## src/rtl/core/mf3_pkg.sv

```systemverilog
// Shared types and constants for the 3x3 median filter core.
// Used by the line store, window cells, median network and top level.
// No dependencies.
package mf3_pkg;

   localparam int PixelW      = 8;
   localparam int CsrDataW    = 11;
   localparam int HeightW     = 11;
   localparam int RowW        = 10;
   localparam int HeightLimit = 1024;

   typedef logic [PixelW-1:0] pixel_type;
   typedef pixel_type [8:0] pix9_type;

   typedef enum logic {
      CSR_IMAGE_WIDTH  = 1'b0,
      CSR_IMAGE_HEIGHT = 1'b1
   } csr_index_type;

   typedef struct packed {
      pixel_type two_above;
      pixel_type above;
   } line_entry_type;

   typedef struct packed {
      pixel_type top;
      pixel_type mid;
      pixel_type bot;
   } column_type;

   typedef struct packed {
      logic top;
      logic bottom;
      logic left;
      logic right;
   } edge_mask_type;

   typedef struct packed {
      logic valid;
      logic last;
   } tag_type;

endpackage

```

## src/rtl/core/mf3_median9.sv

```systemverilog
// Median of nine pixels: 19 compare-exchanges in three registered stages.
// Depends on mf3_pkg.
module mf3_median9 (
   input  logic                clock,
   input  logic                reset,
   input  logic                advance,
   input  mf3_pkg::tag_type    in_tag,
   input  mf3_pkg::pix9_type   in_pix,
   output mf3_pkg::tag_type    out_tag,
   output mf3_pkg::pixel_type  out_median
);

   function automatic mf3_pkg::pix9_type cx(input mf3_pkg::pix9_type p,
                                            input logic [3:0] a,
                                            input logic [3:0] b);
      mf3_pkg::pix9_type q;
      q = p;
      if (p[a] > p[b]) begin
         q[a] = p[b];
         q[b] = p[a];
      end
      return q;
   endfunction

   mf3_pkg::pix9_type  a_pix_in;
   mf3_pkg::pix9_type  a_pix_ff;
   mf3_pkg::pix9_type  b_pix_in;
   mf3_pkg::pix9_type  b_pix_ff;
   mf3_pkg::pix9_type  c_pix_in;
   mf3_pkg::pixel_type med_ff;
   mf3_pkg::tag_type   a_tag_ff;
   mf3_pkg::tag_type   b_tag_ff;
   mf3_pkg::tag_type   c_tag_ff;

   always_comb begin
      a_pix_in = in_pix;
      a_pix_in = cx(a_pix_in, 4'd1, 4'd2);
      a_pix_in = cx(a_pix_in, 4'd4, 4'd5);
      a_pix_in = cx(a_pix_in, 4'd7, 4'd8);
      a_pix_in = cx(a_pix_in, 4'd0, 4'd1);
      a_pix_in = cx(a_pix_in, 4'd3, 4'd4);
      a_pix_in = cx(a_pix_in, 4'd6, 4'd7);
      a_pix_in = cx(a_pix_in, 4'd1, 4'd2);
      a_pix_in = cx(a_pix_in, 4'd4, 4'd5);
      a_pix_in = cx(a_pix_in, 4'd7, 4'd8);
   end

   always_comb begin
      b_pix_in = a_pix_ff;
      b_pix_in = cx(b_pix_in, 4'd0, 4'd3);
      b_pix_in = cx(b_pix_in, 4'd5, 4'd8);
      b_pix_in = cx(b_pix_in, 4'd4, 4'd7);
      b_pix_in = cx(b_pix_in, 4'd3, 4'd6);
      b_pix_in = cx(b_pix_in, 4'd1, 4'd4);
      b_pix_in = cx(b_pix_in, 4'd2, 4'd5);
      b_pix_in = cx(b_pix_in, 4'd4, 4'd7);
   end

   always_comb begin
      c_pix_in = b_pix_ff;
      c_pix_in = cx(c_pix_in, 4'd4, 4'd2);
      c_pix_in = cx(c_pix_in, 4'd6, 4'd4);
      c_pix_in = cx(c_pix_in, 4'd4, 4'd2);
   end

   always_ff @(posedge clock) begin
      if (advance) begin
         a_pix_ff <= a_pix_in;
         b_pix_ff <= b_pix_in;
         med_ff   <= c_pix_in[4];
      end
   end

   always_ff @(posedge clock) begin
      if (reset) begin
         a_tag_ff <= '0;
         b_tag_ff <= '0;
         c_tag_ff <= '0;
      end else if (advance) begin
         a_tag_ff <= in_tag;
         b_tag_ff <= a_tag_ff;
         c_tag_ff <= b_tag_ff;
      end
   end

   assign out_tag    = c_tag_ff;
   assign out_median = med_ff;

endmodule

```

## config.mk

```make
export PLATFORM = sky130hd
export DESIGN_NAME = mf3_median9
export DESIGN_NICKNAME = d
export VERILOG_FILES = /design/src/rtl/core/mf3_pkg.sv /design/src/rtl/core/mf3_median9.sv
export SDC_FILE = /design/constraint.sdc
export NUM_CORES = 1
export LEC_CHECK = 0
export BUFFER_PORTS_ARGS = -buffer_cell sky130_fd_sc_hd__buf_2
export CORE_ASPECT_RATIO = 1.75
export CORE_MARGIN = 4
export CORE_UTILIZATION = 45
export DETAILED_ROUTE_END_ITERATION = 10
export SLEW_MARGIN = 20
export SYNTH_ARGS = -nofsm -noshare
export SYNTH_HDL_FRONTEND = slang
export SYNTH_SLANG_ARGS = --single-unit
```

## constraint.sdc

```tcl
create_clock -name clock -period 6.85 [get_ports clock]
set_input_delay 1.0275 -clock clock [delete_from_list [all_inputs] [get_ports clock]]
set_output_delay 1.0275 -clock clock [all_outputs]
set_load 0.01 [all_outputs]
```

**Word-level counts from Yosys, hierarchy flattened**

Index checks and enable logic that the tools add are counted.

- Order comparisons: 19
- Muxes and demuxes: 21

Operator list:

| cell | number |
|---|---|
| 8-bit > comparator | 19 |
| 16-bit two-way mux | 9 |
| 8-bit two-way mux | 12 |

- Register bits after elaboration: 110
- Input port bits: 77
- Output and inout port bits: 10

**Longest topological paths before layout**

Gate-level depths: netlist of run 1.

- Word-level depth: 6
- Depth in mapped cells: 31
- Depth with buffers taken out: 28

**Least setup slack after synthesis of run 1**

No wires, ideal clock.

- Path type: input to register
- From: input in_pix[69] (netlist name)
- To: register a_pix_ff[65] (netlist name), data pin
- Library setup time: 0.260 ns
- Arrival: 5.879 ns
- Setup slack: 0.711 ns
- Stages on the path: 28
- Cell sequence: inv_1 > ha_1 > nand4_2 > or2_1 > buf_6 > o21ai_1 > clkbuf_1 > o21ai_0 > inv_1 > ha_1 > and4_1 > a221o_1 > a21oi_4 > buf_6 > buf_6 > nor2_1 > a31oi_1 > ha_1 > a21oi_1 > o22ai_1 > o21a_1 > o21ai_0 > a21o_1 > clkbuf_1 > clkbuf_1 > nor2_1 > a21oi_1 > nand3_1

RTL lines:

| what | RTL line | RTL |
|---|---|---|
| start: declaration | mf3_median9.sv:8 | `input mf3_pkg::pix9_type in_pix,` |
| end signal: assignment | mf3_median9.sv:68 | `a_pix_ff <= a_pix_in;` |
| end: declaration | mf3_median9.sv:26 | `mf3_pkg::pix9_type a_pix_ff;` |

==> results of run 1 <==
[layout make-up]
| class | count | area [sq um] |
|---|---|---|
| multi-input cells | 945 | 6800 |
| clock buffers | 9 | 225 |
| well taps | 304 | 380 |
| flip-flops and latches | 110 | 3240 |
| clock inverters | 7 | 73.8 |
| fillers | 2218 | 11500 |
| inverters | 113 | 424 |
| repair buffers | 122 | 716 |
[critical path, delay by kind of cell]
family          cells  cell delay, ns
buf+inv             3            0.43
fa+ha+maj           3            0.86
compound gates     13            2.60
simple gates       10            1.47
[power by group]
part	switching [mW]	internal, mW
combinational	2.74	1.97
sequential	0.196	1.17
clock	0.239	0.285
total	3.18	3.43
[synth_stat cells (11+ instances only)]
cell and n:
a221oi_1 24, nor3_1 25, mux2i_1 20, nor2_1 138, nand2_1 88, a21oi_1 123
nand4_1 23, ha_1 144, a21o_1 22, o32a_1 12, o21ai_1 12, nand3_1 28
mux2_2 24, o21ai_0 72, clkbuf_1 20, inv_1 113, edfxtp_1 104, o21ai_2 11
nor2b_1 17, o21a_1 17
[metrics by stage]
step / hold slack [ns] / util, % / power [mW] / worst slack (ns)
after global routing: 0.530 / 50.8 / 7.26 / 0.0260
after detailed placement: 0.487 / 49.3 / 6.06 / 0.0104
after CTS: 0.503 / 50.5 / 6.60 / 0.372
final: 0.496 / 50.8 / 6.61 / 0.543
after floorplan: 0.460 / - / 4.64 / 0.711
after global placement: 0.468 / 49.3 / 6.00 / 0.0971
[timing repair]
action / 4_1_cts / 5_1_grt
resized for setup: 0 / 6
endpoints found under the hold margin: 0 / 0
setup buffers: 0 / 3
hold buffers: 0 / 0
endpoints found under the setup margin: 0 / 9
[state kept, by name, summed over array words and instances, names as in the netlist]
| signal | cells |
|---|---|
| b_pix_ff | 24 |
| a_pix_ff | 72 |
| out_median | 8 |
| out_tag | 2 |
| b_tag_ff | 2 |
| a_tag_ff | 2 |
[routing by layer]
metal | global-route usage [%] | up-vias | share of wire [%]
met5 | 0 | - | 0
met2 | 44.7 | 220 | 56
met4 | 13.4 | 0 | 6.5
li1 | - | 4701 | -
met3 | 1.82 | 73 | 2.5
met1 | 21.5 | 4347 | 35
[cells by family (layout without fill, tap and decap cells)]
logic type | after synthesis | in the layout | synth area share, %
adder cells (fa/ha/maj) | 144 | 144 | 16.9
buffers and inverters | 154 | 251 | 6.00
AO/OA/AOI/OAI | 384 | 384 | 24.8
flip-flops | 110 | 110 | 30.5
multiplexers | 53 | 53 | 5.67
AND/OR/NAND/NOR | 358 | 358 | 15.6
XOR/XNOR | 6 | 6 | 0.494
[worst paths after layout]
| path | end | startpoint | slack, ns | cells after the start |
|---|---|---|---|---|
| setup / recovery | a_pix_ff[9]$_DFFE_PP_ | in_pix[23] | 0.54 | 29 |
| hold / removal | out_tag[1]$_SDFFE_PP0P_ | out_tag[1]$_SDFFE_PP0P_ | 0.50 | 2 |
| setup reg to reg | out_median[4]$_DFFE_PP_ | b_pix_ff[39]$_DFFE_PP_ | 0.64 | 29 |
| hold reg to reg | out_tag[1]$_SDFFE_PP0P_ | out_tag[1]$_SDFFE_PP0P_ | 0.50 | 2 |
==> summary.txt, run 1 <==
outcome = finished clean
Reg clk slew, reported paths = 0.08 ns
CTS max path bufs = 2
drt first pass iters = 5
Port Buf Inserts = 86
vias in the first global route = 9190
Setup Skew = 0.0112 ns
Layout area overhead = 11.5%
Top cell by count, worst path = a21oi_1
first-pass GRT wire length = 46700 microns
final non-filler cell total = 1610
routability congestion estimate = 0.949
Startpoint Class = input pin
top cells by area, synth = edfxtp_1, ha_1, a21oi_1
Inserted Diodes = 0
core area = 23300 sq um
Setup violations, final = 0
drt wl/cell = 18.2 microns
largest net degree at the start of global routing = 71
Slew Limit Fails = 0
hold crit path type = flop to flop
Mapped Nets = 1430
standard-cell row count = 74
gr usage total = 22.2%
antenna violations before repair = 0
post-synth cell types = 72
Leak = 5.24 nW
flops & latches, synth = 110
height of the die = 211 microns
Slew @ Worst Pin = 0.894 ns
top cell type's share of synthesized area = 29.4%
finished layout cell area = 11900 sq um
Worst Path Arrival = 6.43 ns
H-tree Lvls = 3
commonest non-fill, non-tap cell in the layout = ha_1
die area = 26300 sq um
Tcrit/Tclk final = 92.1%
sequential fraction of the synthesis area = 30.5%
Initial Utilization = 45.6%
Worst-Skew Late Latency = 0.36 ns
via count = 9341
area leader, netlist = edfxtp_1
Final Hold Fails = 0
Post-synth EDFFs = 104
final wirelength = 29400 microns
Slew HR = 40.4%
most frequent cells in the layout = ha_1, nor2_1, a21oi_1, inv_1, edfxtp_1
Synth Flop Type = edfxtp_1
Crit path required time = 6.97 ns
nets = 1522
vias per cell = 5.80
placed cells = 1591
DRT iter0 DRCs = 440
CP endpoint kind = flop
Post-Synthesis Cells = 1209
CP max FO = 22
pwr/cell area = 557 nW/um^2
total grt overflow = 0
num ports = 87
layout cells sized above 1 = 16.8%
max cap viols = 0
clock root cell = clkbuf_16
Num CTS Buffers = 9
Post-Syn Area per Cell = 8.80 sq um
Async S/R FF share, synth = 0%
clock sink total = 110
final setup TNS = 0 ns
min Tclk post-route = 6.31 ns
RSZ-0062 raised after global routing = no
f_max = 159 MHz
Synth Warn # = 0
CTS tree = built
Detail Placement HPWL = 24700 microns
Setup CP Type = input pin to flop
Worst path slowest cell = a21oi_4
worst stage delay on the critical path = 0.45 ns
post-route ant nets = 0
dpl cell area = 11500 sq um
Netlist Area Pre-Place = 10600 sq um
DRC viols = 0
worst vdd ir = 0.439 mV
Die W = 124 microns
No activity file was read; power rests on OpenSTA's default activity.
==> run 2, diff against run 1 <==
--- a/config.mk
+++ b/config.mk
@@ -5,6 +5,7 @@
 export SDC_FILE = /design/constraint.sdc
 export NUM_CORES = 1
 export LEC_CHECK = 0
+export ABC_AREA = 1
 export BUFFER_PORTS_ARGS = -buffer_cell sky130_fd_sc_hd__buf_2
 export CORE_ASPECT_RATIO = 1.75
 export CORE_MARGIN = 4
==> summary.txt, run 2 <==
Mapped Nets = 1620 (+13%)
worst stage delay on the critical path = 0.86 ns (+0.41 ns)
nets = 1692 (+11%)
Synth Flop Type = edfxtp_1
vias in the first global route = 9035 (-1.7%)
layout cells sized above 1 = 10.1% (-6.7 points)
max cap viols = 0 (unchanged)
drt first pass iters = 5 (unchanged)
hold-fix buffer count after cts = 0 (unchanged)
Initial Utilization = 46.0% (+0.44 points)
Num CTS Buffers = 9 (unchanged)
max layer used = met4
CTS max path bufs = 2 (unchanged)
commonest non-fill, non-tap cell in the layout = nand2_1
worst vdd ir = 0.253 mV (-42%)
Top reg by flops = a_pix_ff
final setup TNS = 0 ns (unchanged)
most frequent cells in the layout = nand2_1, inv_1, ha_1, nand3_1, edfxtp_1
sequential fraction of the synthesis area = 31.5% (+1.0 points)
H-tree Lvls = 3 (unchanged)
Inserted Diodes = 0 (unchanged)
Leak = 5.87 nW (+12%)
Startpoint Class = input pin
Setup violations, final = 0 (unchanged)
vias per cell = 5.17 (-11%)
Setup Skew = 0.0199 ns (+0.00870 ns)
largest net degree at the start of global routing = 61 (-14%)
Port Buf Inserts = 86 (unchanged)
CP max FO = 17 (-23%)
top cells by count, synth = nand2_1, inv_1, ha_1
f_max = 170 MHz (+7.2%)
num ports = 87 (unchanged)
routability congestion estimate = 0.914 (-3.6%)
post-synth cell types = 35 (-51%)
top cells by area, synth = edfxtp_1, ha_1, nand2_1
CTS tree = built
hold crit path type = flop to flop
Detail Placement HPWL = 22700 microns (-8.1%)
DRT iter0 DRCs = 358 (-19%)
core area = 22300 sq um (-4.2%)
via count = 9162 (-1.9%)
Async S/R FF share, synth = 0% (unchanged)
gr usage total = 21.5% (-0.68 points)
delay-heaviest family, CP = simple AND/OR/NAND/NOR gates
finished layout cell area = 11300 sq um (-4.6%)
CP Buf/Inv Count = 5 (+2)
antenna violations before repair = 0 (unchanged)
standard-cell row count = 72 (-2.7%)
RSZ-0062 raised after global routing = no
Tcrit/Tclk final = 85.8% (-6.2 points)
Worst Path Arrival = 6.00 ns (-0.43 ns)
DR WL met2 = 14500 microns (-11%)
top-count cell post-synth = nand2_1
Met3 Wirelength = 703 microns (-2.4%)
drt wl/cell = 15.0 microns (-18%)
Setup Fix Bufs, Post-CTS = 0 (unchanged)
Setup CP Type = input pin to flop
CP endpoint kind = flop
flops & latches, synth = 110 (unchanged)
Top cell by count, worst path = nand2_1
final wirelength = 26600 microns (-9.4%)
Post-Synthesis Cells = 1399 (+16%)
outcome = finished clean
WL met1 = 9680 microns (-6.9%)
DRC viols = 0 (unchanged)
Post-synth EDFFs = 104 (unchanged)
post-route ant nets = 0 (unchanged)
Slew HR = 31.4% (-9.0 points)
Crit path required time = 6.97 ns (about the same)
Slew @ Worst Pin = 1.02 ns (+0.128 ns)
Fillers = 2317 (+4.5%)
Slew Limit Fails = 0 (unchanged)
Reg clk slew, reported paths = 0.08 ns (about the same)
clock root cell = clkbuf_16
Worst path slowest cell = o31ai_2
top cell type's share of synthesized area = 30.4% (+1.0 points)
total grt overflow = 0 (unchanged)
Final Hold Fails = 0 (unchanged)
die area = 25400 sq um (-3.2%)
first-pass GRT wire length = 42900 microns (-8.1%)
Worst-Skew Late Latency = 0.37 ns (about the same)
Post-Syn Area per Cell = 7.35 sq um (-16%)
number of flip-flops in the largest register = 72 (unchanged)
clock sink total = 110 (unchanged)
Die W = 122 microns (-1.6%)
Synth Warn # = 0 (unchanged)
area leader, netlist = edfxtp_1
dpl cell area = 11000 sq um (-4.4%)
Resize count post-CTS = 0 (unchanged)
Layout area overhead = 10.0%
pwr/cell area = 516 nW/um^2 (-7.4%)
Netlist Area Pre-Place = 10300 sq um (-3.3%)
min Tclk post-route = 5.88 ns (-0.426 ns)
height of the die = 208 microns (-1.6%)
==> run 2: cell types whose count changed in the layout (fill, tap and decap cells not counted), sizes merged, moves of 25 or more <==
cell,previous run,this run
nor3,25,0
nand2,90,401
and2,8,36
nor2,143,85
a21oi,129,100
inv,114,218
nand3,28,118
buf,122,93
mux2,31,0
==> run 2: layout make-up <==
type | instances | area (sq um) | share of cell area, %
multi-input cells | 1043 | 6090 | 53.8
flip-flops and latches | 110 | 3240 | 28.7
inverters | 214 | 803 | 7.10
repair buffers | 93 | 485 | 4.29
well taps | 296 | 370 | 3.27
clock buffers | 9 | 225 | 1.99
clock inverters | 7 | 97.6 | 0.862
==> run 2: per-layer routing <==
metal | GRT usage, % | vias to the layer above
met1 | 21.1 | 4111
met2 | 41.5 | 181
met4 | 13.0 | 0
met3 | 2.36 | 78
li1 | - | 4792
met5 | 0 | -
==> run 2: stage by stage <==
stage	setup slack [ns]	power, mW	instances	hold slack, ns	util (%)
5_1_grt	0.330	6.58	1772	0.478	50.6
3_5_place_dp	0.606	5.33	1756	0.451	49.2
2_1_floorplan	1.41	4.29	1399	0.430	-
3_3_place_gp	0.663	5.25	1756	0.450	49.2
4_1_cts	0.985	5.90	1772	0.462	50.6
6_report	0.969	5.84	1772	0.458	50.6
==> run 2: cells by family (layout without fill, tap and decap cells) <==
group                      after synthesis  in the layout  synth area share (%)
and+or+nand+nor                        662            662                  28.5
buffers and inverters                  246            323                  9.28
AOI/OAI and AO/OA                      237            237                  13.2
adders and majority gates              144            144                  17.5
DFF                                    110            110                  31.5
==> run 2: power breakdown <==
group          total, mW  switching, mW  internal (mW)
Sequential          1.35          0.154           1.20
Combinational       3.93           2.52           1.41
Clock              0.561          0.265          0.295
==> run 2: final timing paths <==
path                                               start                       to  slack (ns)  cells past startpoint
worst max-delay path                          in_pix[37]   a_pix_ff[44]$_DFFE_PP_        0.97                     26
worst min register to register  b_tag_ff[0]$_SDFFE_PP0P_  out_tag[0]$_SDFFE_PP0P_        0.46                      2
worst max register to register    a_pix_ff[39]$_DFFE_PP_   b_pix_ff[36]$_DFFE_PP_        1.28                     23
worst min-delay path            b_tag_ff[0]$_SDFFE_PP0P_  out_tag[0]$_SDFFE_PP0P_        0.46                      2
==> run 2: worst register-to-register path: cells and delay by family (launching register included) <==
kind,cells,cell delay [ns]
and+or+nand+nor,14,2.31
buffers and inverters,2,0.43
adders and majority gates,3,0.99
DFF,1,0.49
AOI/OAI and AO/OA,4,1.10
==> run 3, diff against run 2 <==
--- a/config.mk
+++ b/config.mk
@@ -11,6 +11,7 @@
 export CORE_MARGIN = 4
 export CORE_UTILIZATION = 45
 export DETAILED_ROUTE_END_ITERATION = 10
+export PLACE_DENSITY_LB_ADDON = 0.25
 export SLEW_MARGIN = 20
 export SYNTH_ARGS = -nofsm -noshare
 export SYNTH_HDL_FRONTEND = slang
==> constraint.sdc (replaced) <==
create_clock -name clock -period 6 [get_ports clock]
set_input_delay 0.9 -clock clock [delete_from_list [all_inputs] [get_ports clock]]
set_output_delay 0.9 -clock clock [all_outputs]
set_load 0.01 [all_outputs]
==> summary.txt, run 3 (synthesis results as in run 2) <==
outcome = finished clean
nets = 1694 (+0.12%)
gr usage total = 20.9% (-0.58 points)
clock root cell = clkbuf_16
DRT iter0 DRCs = 300 (-16%)
number of flip-flops in the largest register = 72 (unchanged)
core area = 22300 sq um (unchanged)
CP max FO = 23 (+6)
pwr/cell area = 592 nW/um^2 (+15%)
Leak = 5.87 nW (about the same)
largest net degree at the start of global routing = 72 (+18%)
routability congestion estimate = 0.918 (+0.42%)
Num CTS Buffers = 9 (unchanged)
met3 Use GR = 1.93% (-0.43 points)
first-pass GRT wire length = 41900 microns (-2.2%)
launch point of the worst reg-to-reg path = b_pix_ff[35]$_DFFE_PP_
Slew @ Worst Pin = 1.06 ns (+0.0378 ns)
Port Buf Inserts = 86 (unchanged)
total grt overflow = 0 (unchanged)
Detail Placement HPWL = 21800 microns (-4.0%)
Resize count post-CTS = 0 (unchanged)
dpl ws = 0.317 ns (-0.289 ns)
Reg clk slew, reported paths = 0.08 ns (about the same)
worst vdd ir = 0.352 mV (+39%)
Startpoint Class = flop
Top reg by flops = a_pix_ff
height of the die = 208 microns (unchanged)
Setup Fix Bufs, Post-CTS = 0 (unchanged)
Setup CP Type = flop to flop
Die W = 122 microns (unchanged)
hold_sp = a_tag_ff[1]$_SDFFE_PP0P_
post-route ant nets = 0 (unchanged)
CTS max path bufs = 2 (unchanged)
most frequent cells in the layout = nand2_1, inv_1, ha_1, nand3_1, edfxtp_1
hold-fix buffer count after cts = 0 (unchanged)
Setup Skew = 0.0156 ns (-0.00431 ns)
hold crit path type = flop to flop
Slew HR = 29.3% (-2.1 points)
met1 Track Usage GR = 20.1% (-1.0 points)
layout cells sized above 1 = 10.1% (-0.014 points)
CP endpoint kind = flop
vias per cell = 5.13 (-0.75%)
Initial Utilization = 46.0% (unchanged)
Critical Path Start = b_pix_ff[35]$_DFFE_PP_
max cap viols = 0 (unchanged)
final non-filler cell total = 1774 (+0.11%)
Layout area overhead = 10.1% (about the same)
antenna violations before repair = 0 (unchanged)
Inserted Diodes = 0 (unchanged)
commonest non-fill, non-tap cell in the layout = nand2_1
drt wl/cell = 14.5 microns (-3.4%)
Slew Limit Fails = 0 (unchanged)
die area = 25400 sq um (unchanged)
gr busiest metal = met2
clock sink total = 110 (unchanged)
Util after Layout = 50.7% (about the same)
vias in the first global route = 8981 (-0.60%)
final wirelength = 25700 microns (-3.3%)
Worst-Skew Late Latency = 0.36 ns (about the same)
DRC viols = 0 (unchanged)
met2 Resource Use GR = 40.9% (-0.61 points)
Worst Path Arrival = 5.37 ns (-0.63 ns)
H-tree Lvls = 3 (unchanged)
Tcrit/Tclk final = 87.9%
final worst-path setup slack = 0.727 ns (-0.243 ns)
RSZ-0062 raised after global routing = no
standard-cell row count = 72 (unchanged)
drt first pass iters = 5 (unchanged)
Final Hold Fails = 0 (unchanged)
Setup violations, final = 0 (unchanged)
num ports = 87 (unchanged)
final setup TNS = 0 ns (unchanged)
f_max = 190 MHz
via count = 9104 (-0.63%)
CTS tree = built
Crit path required time = 6.10 ns (-0.87 ns)
placed cells = 1758 (+0.11%)
Fillers = 2321 (+0.17%)
min Tclk post-route = 5.27 ns
[run 3: cell types whose count changed in the layout (fill, tap and decap cells not counted)]
cell        previous run  this run
clkinv_1               0         1
clkinv_8               2         0
bufinv_16              1         2
inv_6                  4         1
a21oi_1               99       100
a21oi_2                1         0
clkinv_4               0         2
buf_4                  8        10
clkinvlp_4             0         1
[run 3: worst paths after layout]
kind / to / slack, ns / depth (start not counted)
hold / removal: a_tag_ff[1]$_SDFFE_PP0P_ / 0.46 / 2
setup reg to reg: out_median[5]$_DFFE_PP_ / 0.73 / 25
hold reg to reg: a_tag_ff[1]$_SDFFE_PP0P_ / 0.46 / 2
setup / recovery: out_median[5]$_DFFE_PP_ / 0.73 / 25
[run 3: critical path: stages, from the launching register on]
cell and delay, ns:
edfxtp_1 0.46, ha_1 0.32, a21oi_1 0.18, nand2_1 0.07
nand2_1 0.05, o211ai_1 0.10, nand2_1 0.23, buf_4 0.29
nor2_1 0.06, a21oi_1 0.28, ha_1 0.32, a21oi_1 0.15
o21bai_1 0.08, a221oi_1 0.24, nand2_1 0.24, nand2_1 0.30
nand2_1 0.10, and2_1 0.15, ha_1 0.29, nand2_1 0.08
o21ai_0 0.20, nand2_1 0.08, a32oi_1 0.25, inv_1 0.26
nand3_1 0.15, o21ai_0 0.09
[run 3: stage by stage]
| stage | hold WS, ns | power (mW) | area [sq um] |
|---|---|---|---|
| detailed placement | 0.454 | 6.08 | 11000 |
| finish | 0.464 | 6.70 | 11300 |
| global placement | 0.443 | 5.96 | 11000 |
| global route | 0.478 | 7.51 | 11300 |
| CTS | 0.464 | 6.75 | 11300 |
| floorplan | 0.430 | 4.90 | 10300 |
[run 3: layout make-up]
cell class | instances | area [sq um] | share of cell area [%]
multi-input combinational | 1043 | 6090 | 53.7
sequential | 110 | 3240 | 28.6
inverter | 214 | 803 | 7.09
timing repair buffer | 95 | 500 | 4.42
tap | 296 | 370 | 3.27
clock buffer | 9 | 225 | 1.99
clock inverter | 7 | 97.6 | 0.862
[run 3: routing by layer]
| layer | routed length [microns] | part of all wire, % | vias to the layer above |
|---|---|---|---|
| met2 | 14400 | 56 | 173 |
| met1 | 9010 | 35 | 4067 |
| met3 | 635 | 2.5 | 72 |
| met4 | 1720 | 6.7 | 0 |
| met5 | 0 | 0 | - |
| li1 | - | - | 4792 |
[run 3: where the power goes]
group	switching, mW	internal, mW	leakage [nW]
clock network	0.281	0.368	0.154
registers	0.168	1.37	1.07
logic	2.87	1.64	4.65
total	3.32	3.38	5.87
