<file path="src/rtl/core/mf3_pkg.sv">
// Shared types and constants for the 3x3 median filter core.
// Used by the line store, window cells, median network and top level.
// No dependencies.
package mf3_pkg;

   localparam int PixelW      = 8;
   localparam int CsrDataW    = 11;
   localparam int HeightW     = 11;
   localparam int RowW        = 10;
   localparam int HeightLimit = 1024;

   typedef logic [PixelW-1:0] pixel_type;
   typedef pixel_type [8:0] pix9_type;

   typedef enum logic {
      CSR_IMAGE_WIDTH  = 1'b0,
      CSR_IMAGE_HEIGHT = 1'b1
   } csr_index_type;

   typedef struct packed {
      pixel_type two_above;
      pixel_type above;
   } line_entry_type;

   typedef struct packed {
      pixel_type top;
      pixel_type mid;
      pixel_type bot;
   } column_type;

   typedef struct packed {
      logic top;
      logic bottom;
      logic left;
      logic right;
   } edge_mask_type;

   typedef struct packed {
      logic valid;
      logic last;
   } tag_type;

endpackage

</file>
<file path="src/rtl/core/mf3_col_cell.sv">
// One column of the 3x3 window; cells chain left to right and
// pass their column to the left neighbor on each shift. Depends on mf3_pkg.
module mf3_col_cell (
   input  logic                clock,
   input  logic                shift,
   input  mf3_pkg::column_type col_in,
   output mf3_pkg::column_type col_out
);

   mf3_pkg::column_type col_ff;

   always_ff @(posedge clock) begin
      if (shift) begin
         col_ff <= col_in;
      end
   end

   assign col_out = col_ff;

endmodule

</file>
<file path="config.mk">
export PLATFORM = sky130hd
export DESIGN_NAME = mf3_col_cell
export DESIGN_NICKNAME = d
export VERILOG_FILES = /design/src/rtl/core/mf3_pkg.sv /design/src/rtl/core/mf3_col_cell.sv
export SDC_FILE = /design/constraint.sdc
export NUM_CORES = 1
export LEC_CHECK = 0
export ABC_CLOCK_PERIOD_IN_PS = 1010
export BUFFER_PORTS_ARGS = -buffer_cell sky130_fd_sc_hd__buf_4
export CORE_MARGIN = 3
export CORE_UTILIZATION = 30
export DETAILED_ROUTE_END_ITERATION = 12
export HOLD_SLACK_MARGIN = 0.08
export SLEW_MARGIN = 20
export SYNTH_ARGS = -nofsm -noshare
export SYNTH_HDL_FRONTEND = slang
export SYNTH_SLANG_ARGS = --single-unit
</file>
<file path="constraint.sdc">
create_clock -name clock -period 1.01 [get_ports clock]
set_input_delay 0.202 -clock clock [delete_from_list [all_inputs] [get_ports clock]]
set_output_delay 0.202 -clock clock [all_outputs]
set_load 0.01 [all_outputs]
</file>
# [After elaboration in Yosys (flattened, before gate mapping)]
# Cells that the tools add are included.
[totals] output_inout_bits=24 inputBits=26 latch_bits=0 mem_bits_ro=0 ram_bits=0 elab_cells=3 n_memories=0 regBits=24
[classes] shifts=0 order_cmp=0 bitwise_logic=0 n_mux=0 n_mul=0 div_mod_pow=0 n_eq_ne=0 addsub=0 n_reduce_logical=0

# [Logic depth before layout (Yosys ltp)]
# Gate-level depths: netlist (run 1).
[depth] ltp_word=0 ltp_mapped=0 mapped_depth_nobuf=0

# [Least setup slack after synthesis (run 1)]
# OpenSTA, ideal clock, no wires.
[synth_path] path_type="register to output" from="reg col_ff, in the netlist col_out[0]" to="out col_out[0] (netlist bit)" t_required_ps=808 n_path_buf=0 t_arrival_ps=394 slack_ps=414 stages_incl_launch_ff=1 path_cell_list="edfxtp_1"
[synth_rtl] element="start, declared" line_no="mf3_col_cell.sv:10" source="mf3_pkg::column_type col_ff;"
[synth_rtl] element="start signal, assigned" line_no="mf3_col_cell.sv:14" source="col_ff <= col_in;"
[synth_rtl] element="end, declared" line_no="mf3_col_cell.sv:7" source="output mf3_pkg::column_type col_out"
# No word-level cell between the ends.

# [Worst setup path in the final report (run 1)]
[layout_path] from="reg col_ff, in the netlist col_out[19]" to="out col_out[19] (netlist bit)"
# No word-level cell between the ends.

==> impl_metrics.prom, run 1 <==
# TYPE chip_impl_metric gauge
chip_impl_metric{name="grt_start_max_net_pins",unit=""} 25
chip_impl_info{name="unrepaired_setup_endpoints_after_global_routing",value="yes"} 1
chip_impl_info{name="critical_path.endpoint_type",value="output pin"} 1
chip_impl_metric{name="htree_levels",unit=""} 1
chip_impl_metric{name="postSynthRegisterBits",unit=""} 24
chip_impl_metric{name="n_multi_input_combinational_cell",unit=""} 0
chip_impl_info{name="worst_setup_path_start_kind",value="flip-flop"} 1
chip_impl_metric{name="floorplan.core_area",unit="sq mm"} 0.00225
chip_impl_metric{name="yosysTopAreaCellShare",unit="%"} 100
chip_impl_metric{name="setup_viol",unit=""} 24
chip_impl_metric{name="drtPass1Iterations",unit=""} 2
chip_impl_metric{name="effective_utilization_at_floorplan",unit="%"} 32.0
chip_impl_metric{name="routed_wirelength",unit="microns"} 1600
chip_impl_metric{name="fin_worst_hold_slack",unit="ns"} 0.312
chip_impl_metric{name="fp.dieH",unit="microns"} 55.0
chip_impl_metric{name="totalNegativeSetupSlack",unit="ns"} -0.435
chip_impl_metric{name="synth_seq_area_share",unit="%"} 100
chip_impl_metric{name="post-route-worst-setup-slack",unit="ns"} -0.0466
chip_impl_metric{name="cellPowerDensity",unit="mW/mm^2"} 1330
chip_impl_info{name="cts_root_buffer",value="clkbuf_4"} 1
chip_impl_metric{name="antenna_cells_inserted",unit=""} 0
chip_impl_metric{name="gp_routability_congestion",unit=""} 0.570
chip_impl_metric{name="synth.avg_cell_area",unit="sq um"} 30.0
chip_impl_metric{name="multiInputGateArea",unit="sq um"} 0
chip_impl_metric{name="slew_violations",unit=""} 0
chip_impl_metric{name="critical_path.max_fanout",unit=""} 1
chip_impl_metric{name="routed_via_density",unit=""} 3.94
chip_impl_info{name="synth_largest_area_cell",value="edfxtp_1"} 1
chip_impl_metric{name="yosysWarnings",unit=""} 0
chip_impl_metric{name="syn2layout_area_growth",unit="%"} 104
chip_impl_info{name="tritoncts",value="yes"} 1
chip_impl_metric{name="fp.dieArea",unit="sq mm"} 0.00303
chip_impl_metric{name="vias_in_the_first_global_route",unit=""} 499
chip_impl_metric{name="slew_headroom",unit="%"} 80.4
chip_impl_metric{name="postSynth.asyncResetShare",unit="%"} 0
chip_impl_info{name="violations",value="negative setup slack"} 1
chip_impl_info{name="worstSetupPathType",value="flip-flop to output pin"} 1
chip_impl_metric{name="synth.net_count",unit=""} 50
chip_impl_metric{name="first_pass_grt_wire_length",unit="microns"} 2350
chip_impl_info{name="synth_top_flop_cell",value="edfxtp_1"} 1
chip_impl_metric{name="wire_per_inst",unit="microns"} 12.5
chip_impl_metric{name="drc_errors",unit=""} 0
chip_impl_metric{name="cap_viol_max_count",unit=""} 0
chip_impl_metric{name="rows",unit=""} 17
chip_impl_metric{name="numCtsBuffers",unit=""} 3
chip_impl_metric{name="timing.critical_path.arrival",unit="ns"} 0.85
chip_impl_metric{name="worstPathRequired",unit="ns"} 0.81
chip_impl_metric{name="grt_overflow",unit=""} 0
chip_impl_metric{name="maximum_single_stage_delay_on_the_critical_path",unit="ns"} 0.42
chip_impl_metric{name="die_x",unit="microns"} 55.0
chip_impl_metric{name="synth.cell_area",unit="sq um"} 721
chip_impl_metric{name="largest_register_ff_count",unit=""} 24
chip_impl_metric{name="irDropWorstVdd",unit="mV"} 0.926
chip_impl_metric{name="worstMarginPinSlew",unit="ns"} 0.294
chip_impl_metric{name="synth-edff-count",unit=""} 24
chip_impl_metric{name="detailroute.via_count",unit=""} 504
chip_impl_metric{name="path_buf_inv",unit=""} 1
chip_impl_metric{name="design.portCount",unit=""} 50
chip_impl_metric{name="grt_overall_usage",unit="%"} 11.8
chip_impl_metric{name="fin_nets",unit=""} 128
chip_impl_metric{name="clkTransAtPathRegs",unit="ns"} 0.11
chip_impl_info{name="run_status",value="finished, violations left"} 1
chip_impl_metric{name="period_minus_slack",unit="ns"} 1.06
chip_impl_info{name="synth_top_cells_by_area",value="edfxtp_1"} 1
chip_impl_metric{name="synth_cell_type_count",unit=""} 1
chip_impl_metric{name="cts_sinks",unit=""} 24
chip_impl_metric{name="antenna_violating_nets_post_route",unit=""} 0
chip_impl_info{name="delay_heaviest_family_cp",value="flip-flops"} 1
chip_impl_metric{name="post_synthesis_cell_count",unit=""} 24
chip_impl_info{name="min_path_type",value="input port to flip-flop"} 1
chip_impl_info{name="path_cells",value="buf_6"} 1
chip_impl_metric{name="place.port_buffers",unit=""} 49
chip_impl_info{name="critPathSlowestCell",value="edfxtp_1"} 1
chip_impl_metric{name="detail_route.iter0.violations",unit=""} 8
chip_impl_metric{name="final.period_utilization",unit="%"} 105
chip_impl_info{name="synth_most_common_cell",value="edfxtp_1"} 1
chip_impl_metric{name="antenna_found_initial",unit=""} 0
chip_impl_metric{name="postCtsSetupBuffers",unit=""} 0
chip_impl_metric{name="clock_tree.buffer_depth",unit=""} 2
chip_impl_metric{name="final_hold_viol_count",unit=""} 0
chip_impl_metric{name="achievable-frequency",unit="MHz"} 946
chip_impl_metric{name="post_route_cells_drive_above_1_share",unit="%"} 52.0
chip_impl_info{name="synth.cells.most_frequent",value="edfxtp_1"} 1
chip_impl_metric{name="p_leak",unit="uW"} 0.000613
==> worst paths after layout <==
path	from	to	slack (ns)	depth (start not counted)
worst max-delay path	col_out[19]	col_out[19]	-0.05	1
worst min-delay path	shift	col_out[1]	0.31	1
==> power breakdown <==
group          switching [uW]  leakage, uW  internal [uW]
Sequential               34.2     0.000235           1180
Combinational             112     0.000364            250
Clock                     239    0.0000138            139
==> layout make-up <==
cell class	count	area [sq um]
Tap cell	28	35.0
Sequential cell	24	721
Clock buffer	3	22.5
Fill cell	165	782
Timing Repair Buffer	73	694
==> repair_timing <==
item,CTS,global route
hold buffers,24,0
endpoints found under the hold margin,24,0
resized for setup,11,12
endpoints found under the setup margin,24,24
==> layout by cell type, fill, tap and decap left out <==
| cell type | count |
|---|---|
| buf_4 | 26 |
| edfxtp_1 | 24 |
| dlygate4sd3_1 | 24 |
| buf_6 | 23 |
| clkbuf_4 | 3 |
==> cells by family after synthesis <==
kind of cell,Yosys count,synth area share [%]
flip-flops,24,100
==> metrics by stage <==
step | setup WS (ns) | util (%) | std cells | area (sq um) | total power [uW]
after global routing | -0.102 | 65.3 | 128 | 1470 | 2080
after floorplan | 0.414 | - | 24 | 721 | 1270
after CTS | -0.0646 | 63.3 | 128 | 1430 | 1960
final | -0.0466 | 65.3 | 128 | 1470 | 1960
after detailed placement | 0.184 | 49.8 | 101 | 1120 | 1470
after global placement | 0.201 | 49.8 | 101 | 1120 | 1470
==> per-layer routing <==
| layer | share of wire [%] | vias to the layer above | routed length (microns) | GRT usage (%) |
|---|---|---|---|---|
| li1 | - | 249 | - | - |
| met5 | 0 | - | 0 | 0 |
| met3 | 6.8 | 0 | 108 | 2.95 |
| met2 | 59 | 27 | 951 | 21.7 |
| met1 | 34 | 228 | 540 | 12.2 |
| met4 | 0 | 0 | 0 | 6.07 |
(Power assumes the default switching activity.)
==> run 2: changes to the inputs <==
CORE_UTILIZATION = 41   (was 30)
PLACE_DENSITY = 0.8   (was unset)
==> run 2 against run 1 <==
Net effect: the run still ends with negative setup slack left; count of clock-buffer cells in the layout is the same; via count grew 11%; flip-flop and latch count is the same; final cell count shrank 8.6%; sequential share of layout area grew 0.50 points; cell area shrank 1.0%; combinational power grew 4%; largest power group unchanged.
==> impl_metrics.prom, run 2 (same netlist as run 1, synthesis figures left out) <==
# TYPE chip_impl_metric gauge
chip_impl_metric{name="sequential_cell_area",unit="sq um"} 721
chip_impl_metric{name="place.port_buffers",unit=""} 49
chip_impl_info{name="tritoncts",value="yes"} 1
chip_impl_info{name="timing.hold.worst.start",value="shift"} 1
chip_impl_metric{name="achievable-frequency",unit="MHz"} 902
chip_impl_info{name="run_status",value="finished, violations left"} 1
chip_impl_metric{name="p_leak",unit="uW"} 0.000613
chip_impl_metric{name="gp_routability_congestion",unit=""} 0.577
chip_impl_metric{name="cellPowerDensity",unit="mW/mm^2"} 1390
chip_impl_metric{name="htree_levels",unit=""} 1
chip_impl_metric{name="timing.critical_path.arrival",unit="ns"} 0.91
chip_impl_metric{name="cts_sinks",unit=""} 24
chip_impl_metric{name="grt_overflow",unit=""} 0
chip_impl_metric{name="period_minus_slack",unit="ns"} 1.11
chip_impl_metric{name="n_multi_input_combinational_cell",unit=""} 0
chip_impl_metric{name="final_hold_viol_count",unit=""} 0
chip_impl_metric{name="fp.dieH",unit="microns"} 47.9
chip_impl_metric{name="wire_per_inst",unit="microns"} 21.1
chip_impl_metric{name="postLayoutCoreUtil",unit="%"} 92.5
chip_impl_metric{name="rows",unit=""} 14
chip_impl_metric{name="final.period_utilization",unit="%"} 110
chip_impl_info{name="path_cells",value="buf_6"} 1
chip_impl_metric{name="grt_overall_usage",unit="%"} 20.0
chip_impl_metric{name="fillCellCount",unit=""} 46
chip_impl_metric{name="slew_headroom",unit="%"} 80.1
chip_impl_metric{name="die_x",unit="microns"} 47.9
chip_impl_info{name="min_path_type",value="input port to flip-flop"} 1
chip_impl_metric{name="effective_utilization_at_floorplan",unit="%"} 45.7
chip_impl_metric{name="maximum_single_stage_delay_on_the_critical_path",unit="ns"} 0.44
chip_impl_metric{name="clkTransAtPathRegs",unit="ns"} 0.13
chip_impl_metric{name="design.portCount",unit=""} 50
chip_impl_info{name="layout_commonest_cell",value="buf_4"} 1
chip_impl_metric{name="detail_route.iter0.violations",unit=""} 14
chip_impl_metric{name="path_buf_inv",unit=""} 1
chip_impl_metric{name="critical_path.max_fanout",unit=""} 1
chip_impl_metric{name="drc_errors",unit=""} 0
chip_impl_metric{name="fin_nets",unit=""} 128
chip_impl_info{name="hold-path-endpoint",value="col_out[20]"} 1
chip_impl_info{name="violations",value="negative setup slack"} 1
chip_impl_metric{name="worstPathRequired",unit="ns"} 0.81
chip_impl_metric{name="routed_wirelength",unit="microns"} 2460
chip_impl_metric{name="clock_tree.buffer_depth",unit=""} 2
chip_impl_metric{name="fp.dieArea",unit="sq mm"} 0.00230
chip_impl_metric{name="syn2layout_area_growth",unit="%"} 102
chip_impl_metric{name="drtPass1Iterations",unit=""} 4
chip_impl_info{name="worstSetupPathType",value="flip-flop to output pin"} 1
chip_impl_metric{name="postCtsSetupBuffers",unit=""} 0
chip_impl_metric{name="floorplan.core_area",unit="sq mm"} 0.00158
chip_impl_metric{name="grt_start_max_net_pins",unit=""} 25
chip_impl_info{name="layout.cells.most_common_list",value="buf_4, edfxtp_1, dlygate4sd3_1, buf_6, clkbuf_4"} 1
chip_impl_metric{name="switching_share",unit="%"} 22.3
chip_impl_metric{name="slew_violations",unit=""} 0
chip_impl_metric{name="vias_in_the_first_global_route",unit=""} 568
chip_impl_metric{name="post_route_cells_drive_above_1_share",unit="%"} 51.5
chip_impl_info{name="worst_setup_path_start_kind",value="flip-flop"} 1
chip_impl_metric{name="irDropWorstVdd",unit="mV"} 1.18
chip_impl_info{name="critPathSlowestCell",value="edfxtp_1"} 1
chip_impl_info{name="delay_heaviest_family_cp",value="flip-flops"} 1
chip_impl_info{name="cts_root_buffer",value="clkbuf_4"} 1
chip_impl_metric{name="cap_viol_max_count",unit=""} 0
chip_impl_info{name="unrepaired_setup_endpoints_after_global_routing",value="yes"} 1
chip_impl_metric{name="largest_register_ff_count",unit=""} 24
chip_impl_metric{name="pwr-share-seq",unit="%"} 60.4
chip_impl_metric{name="post-place-cells",unit=""} 89
chip_impl_metric{name="detailroute.via_count",unit=""} 557
chip_impl_metric{name="internal-power",unit="uW"} 1580
chip_impl_metric{name="setup_viol",unit=""} 24
chip_impl_metric{name="post-route-worst-setup-slack",unit="ns"} -0.0982
chip_impl_metric{name="worstHoldPathCells",unit=""} 1
chip_impl_metric{name="routed_via_density",unit=""} 4.76
chip_impl_metric{name="worstMarginPinSlew",unit="ns"} 0.299
chip_impl_metric{name="fin_worst_hold_slack",unit="ns"} 0.292
chip_impl_metric{name="clkPwrFrac",unit="%"} 21.2
chip_impl_metric{name="antenna_violating_nets_post_route",unit=""} 0
chip_impl_metric{name="final_cell_count_no_fill",unit=""} 117
chip_impl_metric{name="first_pass_grt_wire_length",unit="microns"} 2860
chip_impl_info{name="critical_path.endpoint_type",value="output pin"} 1
chip_impl_metric{name="multiInputGateArea",unit="sq um"} 0
chip_impl_metric{name="net-switching-power",unit="uW"} 453
chip_impl_metric{name="numCtsBuffers",unit=""} 3
chip_impl_metric{name="antenna_found_initial",unit=""} 0
chip_impl_metric{name="comb_power_share",unit="%"} 18.5
chip_impl_metric{name="antenna_cells_inserted",unit=""} 0
-- run 2: area by class of cell --
cell class | instances | area share, %
Clock inverter | 1 | 0.258
Timing Repair Buffer | 73 | 47.4
Sequential cell | 24 | 49.4
Clock buffer | 3 | 1.55
Tap cell | 16 | 1.37
-- run 2: power groups by stage --
stage | combinational (uW) | clock, uW | sequential (uW)
floorplan | 0 | 0 | 1270
global placement | 242 | 0 | 1220
detailed placement | 247 | 0 | 1230
CTS | 347 | 402 | 1210
global route | 393 | 491 | 1230
finish | 375 | 430 | 1230
-- run 2: per-layer routing --
metal	GRT usage, %	routed length, microns	share of wire (%)	vias up
li1	-	-	-	250
met1	21.4	824	33	270
met2	37.5	1420	58	35
met3	4.51	183	7.4	2
met4	8.06	34	1.4	0
met5	0	0	0	-
-- run 2: how the worst max path moves through the flow --
stage	cells past startpoint	startpoint	endpoint
2_1_floorplan	0	col_out[0]	col_out[0]
3_3_place_gp	1	shift	col_out[6]
3_5_place_dp	1	shift	col_out[6]
4_1_cts	1	col_out[16]	col_out[16]
5_1_grt	1	col_out[10]	col_out[10]
6_report	1	col_out[7]	col_out[7]
-- run 2: per-stage QoR --
stage / area (sq um) / total power, uW / worst slack [ns] / TNS [ns]
floorplan: 721 / 1270 / 0.414 / 0
global placement: 1110 / 1470 / 0.207 / 0
detailed placement: 1110 / 1470 / 0.192 / 0
CTS: 1430 / 1960 / -0.0715 / -0.725
global route: 1460 / 2120 / -0.131 / -2.38
finish: 1460 / 2030 / -0.0982 / -1.39
-- run 2: timing repair --
item	4_1_cts	5_1_grt
hold buffers	24	0
resized for setup	14	8
endpoints found under the setup margin	24	24
pin swaps	0	0
hold endpoints to repair	24	0
==> run 3: changes to the inputs <==
ABC_CLOCK_PERIOD_IN_PS = 900   (was 1010)
CORE_UTILIZATION = 35   (was 41)
PLACE_DENSITY = 0.72   (was 0.8)
clock period = 0.9 ns   (was 1.01 ns; I/O delays follow)
==> run 3 against run 2 <==
Net effect: the flow still finishes with violations (negative setup slack); combinational power increased by 13%; flip-flop and latch count stayed put; clock power is 6.3% higher; first-iteration DRC count fell by 50%; worst setup slack got worse by 0.083 ns; cell area grew 1.3%; critical path depth unchanged; sequential share of layout area decreased by 0.63 points; core utilization down 12 points; non-clock buffer count did not move; critical path type unchanged; critical endpoint is now col_out[15]; largest power group unchanged.
==> impl_metrics.prom, run 3 (same netlist as run 1, synthesis figures left out) <==
# TYPE chip_impl_metric gauge
chip_impl_info{name="run_status",value="finished, violations left"} 1
chip_impl_info{name="violations",value="negative setup slack"} 1
chip_impl_metric{name="irDropWorstVdd",unit="mV"} 1.21
chip_impl_metric{name="multiInputGateArea",unit="sq um"} 0
chip_impl_metric{name="critical_path_depth",unit=""} 1
chip_impl_metric{name="grt_overflow",unit=""} 0
chip_impl_metric{name="post-route-worst-setup-slack",unit="ns"} -0.181
chip_impl_info{name="worst_setup_path_start_kind",value="flip-flop"} 1
chip_impl_info{name="min_path_type",value="input port to flip-flop"} 1
chip_impl_metric{name="achievable-frequency",unit="MHz"} 925
chip_impl_metric{name="design.portCount",unit=""} 50
chip_impl_metric{name="antenna_violating_nets_post_route",unit=""} 0
chip_impl_metric{name="wire_per_inst",unit="microns"} 18.4
chip_impl_metric{name="fin_area",unit="sq mm"} 0.00148
chip_impl_metric{name="detail_route.iter0.violations",unit=""} 7
chip_impl_info{name="crit_path_start",value="col_out[15]"} 1
chip_impl_metric{name="fillCellCount",unit=""} 89
chip_impl_metric{name="routed_wirelength",unit="microns"} 2320
chip_impl_info{name="setup.worst_path.end",value="col_out[15]"} 1
chip_impl_metric{name="floorplan.core_area",unit="sq mm"} 0.00184
chip_impl_metric{name="n_multi_input_combinational_cell",unit=""} 0
chip_impl_info{name="delay_heaviest_family_cp",value="flip-flops"} 1
chip_impl_metric{name="routed_via_density",unit=""} 4.40
chip_impl_metric{name="cap_viol_max_count",unit=""} 0
chip_impl_metric{name="antenna_cells_inserted",unit=""} 0
chip_impl_metric{name="worstPathRequired",unit="ns"} 0.72
chip_impl_metric{name="dp_slack",unit="ns"} 0.102
chip_impl_metric{name="place.port_buffers",unit=""} 49
chip_impl_info{name="unrepaired_setup_endpoints_after_global_routing",value="yes"} 1
chip_impl_metric{name="slew_violations",unit=""} 0
chip_impl_metric{name="drc_errors",unit=""} 0
chip_impl_metric{name="worstMarginPinSlew",unit="ns"} 0.294
chip_impl_metric{name="gp_routability_congestion",unit=""} 0.740
chip_impl_info{name="layout_commonest_cell",value="buf_4"} 1
chip_impl_metric{name="effective_utilization_at_floorplan",unit="%"} 39.2
chip_impl_metric{name="htree_levels",unit=""} 1
chip_impl_metric{name="maximum_single_stage_delay_on_the_critical_path",unit="ns"} 0.45
chip_impl_metric{name="first_pass_grt_wire_length",unit="microns"} 2730
chip_impl_metric{name="fp.dieArea",unit="sq mm"} 0.00264
chip_impl_metric{name="numCtsBuffers",unit=""} 3
chip_impl_metric{name="clock_tree.buffer_depth",unit=""} 2
chip_impl_metric{name="rows",unit=""} 15
chip_impl_metric{name="totalNegativeSetupSlack",unit="ns"} -3.12
chip_impl_metric{name="slew_headroom",unit="%"} 80.4
chip_impl_metric{name="die_x",unit="microns"} 51.4
chip_impl_metric{name="fin_nets",unit=""} 128
chip_impl_info{name="cts_root_buffer",value="clkbuf_4"} 1
chip_impl_metric{name="cell_area_reported_after_detailed_placement",unit="sq mm"} 0.00112
chip_impl_info{name="critical_path.endpoint_type",value="output pin"} 1
chip_impl_metric{name="final.period_utilization",unit="%"} 120
chip_impl_metric{name="setup_viol",unit=""} 24
chip_impl_metric{name="period_minus_slack",unit="ns"} 1.08
chip_impl_metric{name="cellPowerDensity",unit="mW/mm^2"} 1530
chip_impl_metric{name="post_route_cells_drive_above_1_share",unit="%"} 51.5
chip_impl_metric{name="vias_in_the_first_global_route",unit=""} 564
chip_impl_metric{name="postLayoutCoreUtil",unit="%"} 80.3
chip_impl_metric{name="grt_overall_usage",unit="%"} 15.3
chip_impl_info{name="critPathSlowestCell",value="edfxtp_1"} 1
chip_impl_metric{name="final_hold_viol_count",unit=""} 0
chip_impl_metric{name="antenna_found_initial",unit=""} 0
chip_impl_metric{name="fp.dieH",unit="microns"} 51.4
chip_impl_info{name="worstSetupPathType",value="flip-flop to output pin"} 1
chip_impl_metric{name="largest_register_ff_count",unit=""} 24
chip_impl_info{name="path_cells",value="buf_6"} 1
chip_impl_metric{name="grt_start_max_net_pins",unit=""} 25
chip_impl_metric{name="postCtsSetupBuffers",unit=""} 0
chip_impl_metric{name="syn2layout_area_growth",unit="%"} 105
chip_impl_metric{name="fin_worst_hold_slack",unit="ns"} 0.276
chip_impl_metric{name="sequential_cell_area",unit="sq um"} 721
chip_impl_info{name="tritoncts",value="yes"} 1
chip_impl_metric{name="path_buf_inv",unit=""} 1
chip_impl_metric{name="drtPass1Iterations",unit=""} 4
chip_impl_metric{name="critical_path.max_fanout",unit=""} 1
chip_impl_metric{name="detailroute.via_count",unit=""} 555
chip_impl_metric{name="clkTransAtPathRegs",unit="ns"} 0.12
chip_impl_metric{name="timing.critical_path.arrival",unit="ns"} 0.90
chip_impl_metric{name="p_leak",unit="uW"} 0.000616
chip_impl_metric{name="cts_sinks",unit=""} 24
chip_impl_info{name="layout.cells.most_common_list",value="buf_4, edfxtp_1, dlygate4sd3_1, buf_6, clkbuf_4"} 1
[run 3: cell types whose count changed in the layout (fill, tap and decap cells not counted)]
cell,delta
buf_4,-2
buf_6,+2
[run 3: per-layer routing]
metal,track usage (%),wire (microns),share of wire (%),vias up
met2,31.6,1400,60,28
met3,1.75,116,5.0,6
met1,13.4,741,32,270
met5,0,0,0,-
li1,-,-,-,251
met4,9.17,60,2.6,0
[run 3: layout make-up]
cell class / instances / area share, %
tap: 25 / 2.12
timing repair buffer: 73 / 47.3
clock buffer: 3 / 1.53
sequential: 24 / 48.8
clock inverter: 1 / 0.254
[run 3: worst min-delay path by stage]
stage / from / end / slack (ns) / depth (start not counted)
2_1_floorplan: col_in[0] / col_out[0] / 0.28 / 0
3_3_place_gp: col_in[5] / col_out[5] / 0.36 / 1
3_5_place_dp: col_in[23] / col_out[23] / 0.36 / 1
4_1_cts: shift / col_out[8] / 0.28 / 1
5_1_grt: shift / col_out[6] / 0.27 / 1
6_report: shift / col_out[23] / 0.28 / 1
[run 3: power breakdown]
group | leakage [uW] | internal (uW) | switching, uW
combinational | 0.000366 | 283 | 139
clock | 0.0000154 | 162 | 296
sequential | 0.000235 | 1330 | 44.9
total | 0.000616 | 1770 | 479
[run 3: through the flow]
step / instances / power, uW
6_report: 126 / 2250
5_1_grt: 126 / 2350
4_1_cts: 126 / 2200
3_5_place_dp: 98 / 1650
3_3_place_gp: 98 / 1650
2_1_floorplan: 24 / 1420
[run 3: timing repair]
item	CTS	global route
setup endpoints to repair	24	24
cloned	0	0
resized for setup	10	14
hold endpoints to repair	24	0
hold buffers	24	0
